## src/rtl/vks_pkg.sv

```systemverilog
// vks_pkg: shared constants, types and tables of the vehicle kinematic step block
// used by vks_cordic, vks_div, the bench and vehicle_kinematic_step
// no dependencies
`default_nettype none

package vks_pkg;

  // fixed point format
  localparam int FracBits = 16;
  localparam longint One = longint'(1) << FracBits;

  // thresholds and battery levels
  localparam longint ThCmd     = (One + 50) / 100;
  localparam longint ThSnap    = (One * 5 + 50) / 100;
  localparam longint ThSteer   = (One + 500) / 1000;
  localparam longint BattMin   = One * 9;
  localparam longint BattReset = (One * 126 + 5) / 10;
  localparam longint DrainDiv  = 100 * One;

  // drain divide by 100 after dropping the fraction: exact for up to 21-bit numerators
  localparam longint DrainRecip = 2684355;
  localparam int     DrainShift = 28;

  // angle constants
  localparam longint Pi32     = 64'sd13493037705;
  localparam longint PiF      = (Pi32 + (longint'(1) << (31 - FracBits))) >>> (32 - FracBits);
  localparam longint Pi30     = 64'sd3373259426;
  localparam longint HalfPi30 = 64'sd1686629713;
  localparam longint CordicK  = 64'sd652032874;
  localparam int     CordicIters = 24;
  localparam longint TanMax   = longint'(1) << 40;

  // divider quotient lengths
  localparam int QLong  = 41;
  localparam int QShort = 18;

  // configuration port
  localparam int CfgIdxW  = 3;
  localparam int CfgDataW = 21;
  localparam logic [CfgIdxW-1:0] CfgWheelBase  = 3'd0;
  localparam logic [CfgIdxW-1:0] CfgSpeedLimit = 3'd1;
  localparam logic [CfgIdxW-1:0] CfgAccelLimit = 3'd2;
  localparam logic [CfgIdxW-1:0] CfgSteerLimit = 3'd3;
  localparam logic [CfgIdxW-1:0] CfgSlewRate   = 3'd4;
  localparam logic [CfgIdxW-1:0] CfgTimeStep   = 3'd5;

  // register reset values
  localparam longint WbReset    = 19661;
  localparam longint VmaxReset  = 196608;
  localparam longint AlReset    = 131072;
  localparam longint SlReset    = 39322;
  localparam longint SlewReset  = 163840;
  localparam longint DtReset    = 655;

  // sequencer states
  typedef enum logic [4:0] {
    ST_IDLE, ST_TGT, ST_SLEW, ST_STEER, ST_ACCEL, ST_DV, ST_SPEED, ST_SD, ST_SDR,
    ST_DRN, ST_SCOR, ST_SCORW, ST_TAN, ST_TANW, ST_TM0, ST_TM1, ST_TM2, ST_DH,
    ST_DHW, ST_WRAP, ST_HCOR, ST_HCORW, ST_DX, ST_DY, ST_YU, ST_BATW, ST_DONE
  } vks_state_e;

  // divider request and response
  typedef struct packed {
    logic        start;
    logic        long_mode;
    logic [63:0] num;
    logic [31:0] den;
  } vks_div_req_t;

  typedef struct packed {
    logic              done;
    logic              sat;
    logic [QLong-1:0]  quo;
  } vks_div_rsp_t;

  // rotator request and response
  typedef struct packed {
    logic               start;
    logic signed [18:0] angle;
  } vks_cordic_req_t;

  typedef struct packed {
    logic               done;
    logic signed [32:0] cos_q30;
    logic signed [32:0] sin_q30;
  } vks_cordic_rsp_t;

  // arctangent of 2^-i in Q2.30
  function automatic logic [30:0] atan_q30(input logic [4:0] idx);
    logic [30:0] v;
    case (idx)
      5'd0:  v = 31'd843314857;
      5'd1:  v = 31'd497837829;
      5'd2:  v = 31'd263043837;
      5'd3:  v = 31'd133525159;
      5'd4:  v = 31'd67021687;
      5'd5:  v = 31'd33543516;
      5'd6:  v = 31'd16775851;
      5'd7:  v = 31'd8388437;
      5'd8:  v = 31'd4194283;
      5'd9:  v = 31'd2097149;
      5'd10: v = 31'd1048576;
      5'd11: v = 31'd524288;
      5'd12: v = 31'd262144;
      5'd13: v = 31'd131072;
      5'd14: v = 31'd65536;
      5'd15: v = 31'd32768;
      5'd16: v = 31'd16384;
      5'd17: v = 31'd8192;
      5'd18: v = 31'd4096;
      5'd19: v = 31'd2048;
      5'd20: v = 31'd1024;
      5'd21: v = 31'd512;
      5'd22: v = 31'd256;
      5'd23: v = 31'd128;
      default: v = '0;
    endcase
    return v;
  endfunction

endpackage

`default_nettype wire

```

## src/rtl/vks_div.sv

```systemverilog
// vks_div: restoring divider, one quotient bit per cycle, with overflow flag
// depends on vks_pkg (quotient lengths, request/response types)
`default_nettype none

module vks_div (
  input  logic                  clk_i,
  input  logic                  rst_ni,
  input  vks_pkg::vks_div_req_t req_i,
  output vks_pkg::vks_div_rsp_t rsp_o
);

  localparam int QL = vks_pkg::QLong;
  localparam int QS = vks_pkg::QShort;

  logic          busy_q, done_q, sat_q;
  logic [5:0]    cnt_q;
  logic [31:0]   rem_q, den_q;
  logic [QL-1:0] lo_q, quo_q;
  logic [63:0]   hi;
  logic          ovf, fits;
  logic [32:0]   trial;

  // quotient would not fit in the requested length
  always_comb begin
    hi  = req_i.long_mode ? (req_i.num >> QL) : (req_i.num >> QS);
    ovf = hi >= 64'(req_i.den);
  end

  // trial subtraction
  always_comb begin
    trial = {rem_q, lo_q[QL-1]};
    fits  = trial >= 33'(den_q);
  end

  // control
  always_ff @(posedge clk_i or negedge rst_ni) begin
    if (!rst_ni) begin
      busy_q <= 1'b0;
      done_q <= 1'b0;
      sat_q  <= 1'b0;
    end else begin
      done_q <= 1'b0;
      if (req_i.start) begin
        sat_q <= ovf;
        if (ovf) begin
          done_q <= 1'b1;
          busy_q <= 1'b0;
        end else begin
          busy_q <= 1'b1;
        end
      end else if (busy_q && cnt_q == 6'd1) begin
        busy_q <= 1'b0;
        done_q <= 1'b1;
      end
    end
  end

  // datapath
  always_ff @(posedge clk_i) begin
    if (req_i.start) begin
      den_q <= req_i.den;
      rem_q <= hi[31:0];
      quo_q <= '0;
      if (req_i.long_mode) begin
        lo_q  <= req_i.num[QL-1:0];
        cnt_q <= 6'(QL);
      end else begin
        lo_q  <= {req_i.num[QS-1:0], {(QL-QS){1'b0}}};
        cnt_q <= 6'(QS);
      end
    end else if (busy_q) begin
      rem_q <= fits ? 32'(trial - 33'(den_q)) : trial[31:0];
      quo_q <= {quo_q[QL-2:0], fits};
      lo_q  <= lo_q << 1;
      cnt_q <= cnt_q - 6'd1;
    end
  end

  assign rsp_o.done = done_q;
  assign rsp_o.sat  = sat_q;
  assign rsp_o.quo  = quo_q;

endmodule

`default_nettype wire

```

## config.mk

```make
export PLATFORM = sky130hd
export DESIGN_NAME = vks_div
export DESIGN_NICKNAME = d
export VERILOG_FILES = /design/src/rtl/vks_pkg.sv /design/src/rtl/vks_div.sv
export SDC_FILE = /design/constraint.sdc
export NUM_CORES = 1
export LEC_CHECK = 0
export BUFFER_PORTS_ARGS = -buffer_cell sky130_fd_sc_hd__buf_2
export CAP_MARGIN = 20
export CORE_ASPECT_RATIO = 0.9
export CORE_MARGIN = 1.5
export CORE_UTILIZATION = 45
export CTS_BUF_LIST = sky130_fd_sc_hd__clkbuf_16
export CTS_CLUSTER_DIAMETER = 120
export DETAILED_ROUTE_END_ITERATION = 7
export GPL_TIMING_DRIVEN = 1
export PLACE_DENSITY_LB_ADDON = 0.08
export SLEW_MARGIN = 0
export SYNTH_ARGS = -nofsm -noshare
export SYNTH_HDL_FRONTEND = slang
export SYNTH_SLANG_ARGS = --single-unit
export TNS_END_PERCENT = 20
```

## constraint.sdc

```tcl
create_clock -name clk_i -period 6.29 [get_ports clk_i]
set_clock_uncertainty 0.2 [all_clocks]
set_input_delay 0 -clock clk_i [delete_from_list [all_inputs] [get_ports clk_i]]
set_output_delay 0 -clock clk_i [all_outputs]
set_load 0.03 [all_outputs]
```

==> metrics.yaml, run 1 <==
logic_synthesis:
  synth_edf_count: 111
  synth-xor-area-share_pct: 2.72
  ys_top_cells_by_area: "edfxtp_1 36%, ha_1 8.8%, dfxtp_1 8.8%"
  yosys.area_share.simple_pct: 10.6
  yosys.area.top_type: "edfxtp_1"
  synth_top_area_share_pct: 35.7
  synth_seq_cells: 155
  ys.flop_type: "edfxtp_1"
  synth_adder_area_share_pct: 9.05
  ys_seq_area_share_pct: 45.3
  synthCells: 909
  syn_nets: 1076
  synth_warnings: 0
  synth_top_family_by_area: "compound AO/OA/AOI/OAI gates"
  synth_compound_area_share_pct: 15.1
  syn_avg_cell_area_um2: 10.3
  async_flop_share_pct: 1.94
  synth_mux_area_share_pct: 11.7
  netlist_area_um2: 9350
  synth.distinct_cells: 69
finish:
  area_growth_pct: 27.1
  drive_above_1_share_pct: 18.9
  fillers: 1766
  fin_cells: 1401
  final_common_cell: "buf_2"
  antenna_cells: 0
  finish.utilization_pct: 58.9
  multiInputGateArea_um2: 4610
  fin_nets: 1300
  regArea_um2: 4230
  layout_common_cells: "141 x buf_2, 111 x edfxtp_1, 102 x dlygate4sd3_1, 93 x nor2_1"
  fin_area_um2: 11900
hold_path:
  worstHoldStart: "req_i[96]"
  hold_class: "in2reg"
  min_path_cells: 4
worst_setup_path:
  crit_type: "reg2reg"
  slowest_stage: "o21ai_4"
  crit_path_start: "rem_q[0]"
  start_kind: "register"
  cp_max_fo: 25
  cp-endpoint: "rem_q[24]"
  slowest_delay_ns: 0.80
  critPathArrivalTime_ns: 3.90
  worst_setup_path_end_kind: "register"
  ff2ff_path_depth: 10
  path_cells: "ha_1 -> nor2b_1 -> o211ai_1 -> a31oi_1 -> o21ai_1 -> o31a_1 -> o21ai_4 -> buf_4 -> nor3b_1 -> a221o_1"
  r2r_end: "rem_q[24]"
  r2r-start: "rem_q[0]"
  cp.required_ns: 6.27
  ff2ff_setup_slack_ns: 2.37
pwr:
  leakagePower_nw: 5.35
  p_per_area_nw_per_um2: 320
  power_mw: 3.81
  ir_drop_mv: 0.192
grt:
  grt_overflow: 0
  grt_use_total_pct: 24.0
  grt_max_degree: 99
  grt_pass1_wl_um: 40200
  antenna_found_initial: 0
  grt_pass1_vias: 7416
sta:
  tightestPinTransition_ns: 1.03
  finalSetupTns_ns: 0
  setup_viol: 0
  worst_slack_ns: 2.37
  hold_slack_ns: 0.0481
  layout_min_cycle_time_ns: 3.92
  slew_viol_final: 0
  timing.slew.headroom_pct: 31.2
  rsz0062_at_grt: "false"
  period_share_pct: 62.4
  hold_viol: 0
  timing.fmax_mhz: 255
floorplanning:
  start_util_pct: 46.3
  ios: 143
  core_um2: 20200
  die-area_um2: 21600
  rows: 49
  dieHeight_um: 140
  die_width_um: 155
cts:
  clockRootBuffer: "clkbuf_16"
  clkSlewWorstSetupHoldPaths_ns: 0.07
  cts_tree: "built"
  clock_path_buffers: 2
  cts_resized: 0
  cts_buffers: 17
  htree_levels: 4
  cts.sinks: 155
  insertion_delay_ns: 0.43
drt:
  vias_per_cell: 5.48
  num_vias: 7677
  drc_errors: 0
  wl_um: 25400
  drt_iter0_drc: 471
  wl_per_cell_um: 18.1
  first_pass_iters: 5
  antenna_left: 0
place:
  port_buffers: 142
  placed_cell_area_um2: 10200
  hpwlAfterDp_um: 17800
  place_congestion: 0.894
  place_inst: 1266
  place_worst_setup_slack_ns: 2.33
outcome:
  status: "finished clean"
job:
  drv_cap: 0
[final cells by class]
class                      count  area share (%)
multi-input combinational    627            38.8
sequential                   155            35.6
timing repair buffer         251            15.2
clock buffer                  18            3.79
tap                          255            2.69
inverter                      81            2.56
clock inverter                14            1.37
[critical path, delay by kind of cell, from the launching register on]
kind | cells | cell delay (ns)
and+or+nand+nor | 2 | 0.29
buffers and inverters | 1 | 0.37
adders and majority gates | 1 | 0.33
AOI/OAI and AO/OA | 6 | 2.03
DFF | 1 | 0.44
[timing repair]
action,CTS,global route
endpoints found under the hold margin,126,0
setup buffers,0,0
hold buffers,102,0
[cell families after synthesis]
family,count (synthesis)
AO/OA/AOI/OAI,216
buffers and inverters,127
XOR/XNOR,29
adder cells (fa/ha/maj),67
AND/OR/NAND/NOR,209
flip-flops,155
multiplexers,106
[power breakdown]
part / switching, mW / total [mW] / internal [mW]
sequential: 0.0670 / 1.34 / 1.27
clock: 0.504 / 1.07 / 0.562
combinational: 0.788 / 1.40 / 0.615
[routing by layer]
metal,share of wire [%],vias up,GRT usage [%]
met1,48,3624,35.0
met2,44,260,36.3
met5,0,-,0
met4,1.4,0,5.97
met3,6.5,27,5.11
li1,-,3766,-
[Yosys cell counts, types with 4 or more instances]
cell	count
and3_1	6
dfxtp_1	41
o21ai_0	22
xnor2_1	19
nor4_1	5
ha_1	66
o21a_1	5
and4_1	5
a211oi_1	4
nand4_1	10
nand2_1	40
o21ai_1	5
o211ai_1	8
inv_1	81
buf_1	4
nor2_1	93
nand3_1	7
a21oi_1	81
nor3_1	9
edfxtp_1	111
mux2i_1	81
xor2_1	10
mux2_2	24
clkbuf_1	33
a21o_1	20
nor2b_1	13
o21bai_1	5
a31oi_1	8
a22o_1	22
[sequential cells by signal, summed over array words and instances (netlist names)]
| register | flops |
|---|---|
| rem_q | 32 |
| done_q | 1 |
| lo_q | 41 |
| sat_q | 1 |
| quo_q | 41 |
| den_q | 32 |
| cnt_q | 6 |
| busy_q | 1 |
[how the worst min path moves through the flow]
| stage | endpoint | slack [ns] |
|---|---|---|
| after floorplan | busy_q | -0.50 |
| after global placement | sat_q | -0.40 |
| after detailed placement | sat_q | -0.40 |
| after CTS | rem_q[18] | 0.03 |
| after global routing | den_q[25] | 0.08 |
| final | rem_q[19] | 0.05 |
Power figures use the tool's default switching activity.
==> run 2, diff against run 1 <==
ABC_AREA = 1   (was not set)
clock period = 3.9 ns   (was 6.29 ns; I/O delays follow)
==> run 2 against run 1 <==
Effect of this change:
- synthesized area up 12%
- global-route usage up 4.1 points
- critical path depth is 2 higher
- largest power group is now sequential cells
- clock power rose by 60%
- wire length rose by 29%
==> metrics.yaml, run 2 <==
cts:
  cts_resized: 0
  clock_path_buffers: 2
  cts_buffers: 17
  clkSlewWorstSetupHoldPaths_ns: 0.07
  cts_hold_buf: 122
  postCtsSetupRepairBufs: 0
  cts.sinks: 155
  insertion_delay_ns: 0.43
  cts_tree: "built"
  clockRootBuffer: "clkbuf_16"
  htree_levels: 4
pwr:
  p_per_area_nw_per_um2: 412
  combinationalPowerShare_pct: 32.1
  p_switching_mw: 1.99
  leakagePower_nw: 6.72
  p_int_mw: 3.48
  swShare_pct: 36.4
  seqPwrFrac_pct: 36.5
  ir_drop_mv: 0.293
  power_mw: 5.47
  clockPowerShare_pct: 31.4
place:
  port_buffers: 142
  hpwlAfterDp_um: 23900
  place_congestion: 0.941
logic_synthesis:
  ys_top_cells_by_area: "edfxtp_1 32%, nand2_1 17%, inv_1 10%"
  ys.flop_type: "edfxtp_1"
  synthCells: 1436
  synthMostInstantiatedCell: "nand2_1"
  synth.distinct_cells: 40
  ys_seq_area_share_pct: 40.3
  yosys.area.top_type: "edfxtp_1"
  synth_edf_count: 111
  netlist_area_um2: 10500
  async_flop_share_pct: 1.94
  syn_nets: 1603
  synth_seq_cells: 155
  synth_top_area_share_pct: 31.8
  synth_common_cells: "480 x nand2_1, 281 x inv_1, 111 x edfxtp_1, 89 x nand3_1, 69 x nor2_1"
  syn_avg_cell_area_um2: 7.31
  synth_warnings: 0
floorplanning:
  ios: 143
  dieHeight_um: 148
  die-area_um2: 24300
  die_width_um: 164
  start_util_pct: 46.2
  core_um2: 22700
  rows: 52
worst_setup_path:
  ff2ff_setup_slack_ns: 0.97
  cp_max_fo: 24
  crit_type: "in2reg"
  ff2ff_path_depth: 12
  critPathArrivalTime_ns: 3.08
  cp_top_family: "buffers and inverters"
  r2r-start: "rem_q[21]"
  r2r_end: "rem_q[0]"
  worst_setup_path_end_kind: "register"
  worst_path_most_repeated_cell: "nand2_1"
  worst-path-buf-inv: 5
  path_cells: "buf_2 -> clkinv_1 -> buf_4 -> o21ai_0 -> dlygate4sd3_1 -> nand2_1 -> dlygate4sd3_1 -> nor2_1 -> nor4b_1 -> nand4_1 -> nand2_1 -> nand2_1"
  start_kind: "input pin"
  slowest_stage: "dlygate4sd3_1"
  cp.required_ns: 4.01
  slowest_delay_ns: 0.58
sta:
  hold_viol: 0
  layout_min_cycle_time_ns: 2.96
  tightestPinTransition_ns: 0.834
  timing.slew.headroom_pct: 44.4
  timing.fmax_mhz: 337
  rsz0062_at_grt: "false"
  period_share_pct: 76.0
  setup_viol: 0
  slew_viol_final: 0
  finalSetupTns_ns: 0
finish:
  layout_common_cells: "480 x nand2_1, 281 x inv_1, 141 x buf_2, 122 x dlygate4sd3_1, 111 x edfxtp_1"
  area_growth_pct: 26.4
  antenna_cells: 0
  fin_nets: 1848
  drive_above_1_share_pct: 12.9
  reg_top3: "lo_q (41), quo_q (41)"
  final_common_cell: "nand2_1"
drt:
  num_vias: 9993
  wl_um: 32800
  drc_errors: 0
  drt_iter0_drc: 826
  first_pass_iters: 5
  wl_per_cell_um: 16.5
  vias_per_cell: 5.02
  antenna_left: 0
grt:
  grt_pass1_wl_um: 52100
  grt_pass1_vias: 9910
  grt_use_total_pct: 28.2
  grt_overflow: 0
  antenna_found_initial: 1
  grt_max_degree: 75
outcome:
  status: "finished clean"
hold_path:
  holdPathEnd: "rem_q[10]"
  hold_class: "in2reg"
  worstHoldStart: "req_i[83]"
  min_path_cells: 5
job:
  drv_cap: 0
## run 2: worst max path at each step
stage	start	end	slack [ns]	depth (start not counted)
5_1_grt	rem_q[21]	rem_q[30]	0.75	14
2_1_floorplan	busy_q	cnt_q[0]	0.22	3
6_report	req_i[96]	done_q	0.94	12
3_5_place_dp	rem_q[21]	rem_q[0]	0.98	12
4_1_cts	rem_q[21]	rem_q[0]	0.96	12
3_3_place_gp	rem_q[21]	rem_q[0]	1.00	12
## run 2: worst min-delay path, cell delays in order
cell	delay, ns
buf_2	0.10
inv_1	0.06
o21ai_0	0.14
nand2_1	0.11
nand2_1	0.06
## run 2: cell families (layout without fill, tap and decap cells)
family,after synthesis,count (layout),share of synthesized area [%]
DFF,155,155,40.3
and+or+nand+nor,722,722,29.8
xor gates and xnor gates,16,16,1.34
buffers and inverters,333,591,12.5
adders and majority gates,67,67,8.06
AOI/OAI and AO/OA,143,143,7.99
## run 2: power by group through the flow
stage | combinational [mW] | clock, mW | sequential, mW
final | 1.76 | 1.71 | 1.99
after floorplan | 1.20 | 0 | 2.02
after global placement | 1.63 | 0 | 2.03
after global routing | 1.98 | 1.82 | 2.01
after CTS | 1.74 | 1.75 | 1.99
after detailed placement | 1.63 | 0 | 2.03
## run 2: area by class of cell
| cell class | instances | area [um^2] |
|---|---|---|
| Tap cell | 297 | 372 |
| Clock buffer | 17 | 425 |
| Sequential cell | 155 | 4230 |
| Fill cell | 2127 | 9440 |
| Inverter | 286 | 1070 |
| Timing Repair Buffer | 273 | 2010 |
| Multi-Input combinational cell | 948 | 4960 |
| Clock inverter | 15 | 191 |
## run 2: through the flow
| stage | worst slack [ns] | utilization, % | hold WS [ns] | cells | instance area, um^2 |
|---|---|---|---|---|---|
| floorplan | 0.221 | - | -0.496 | 1436 | 10500 |
| global placement | 1.00 | 50.3 | -0.404 | 1837 | 11400 |
| detailed placement | 0.976 | 50.3 | -0.401 | 1837 | 11400 |
| CTS | 0.960 | 58.4 | 0.00346 | 1991 | 13300 |
| global route | 0.754 | 58.4 | 0.0565 | 1991 | 13300 |
| finish | 0.937 | 58.4 | 0.0236 | 1991 | 13300 |
## run 2: metal layers
metal	wire [um]	global-route usage [%]
met1	14900	37.5
met2	15000	45.1
met3	1710	5.27
met4	1160	11.0
met5	0	0
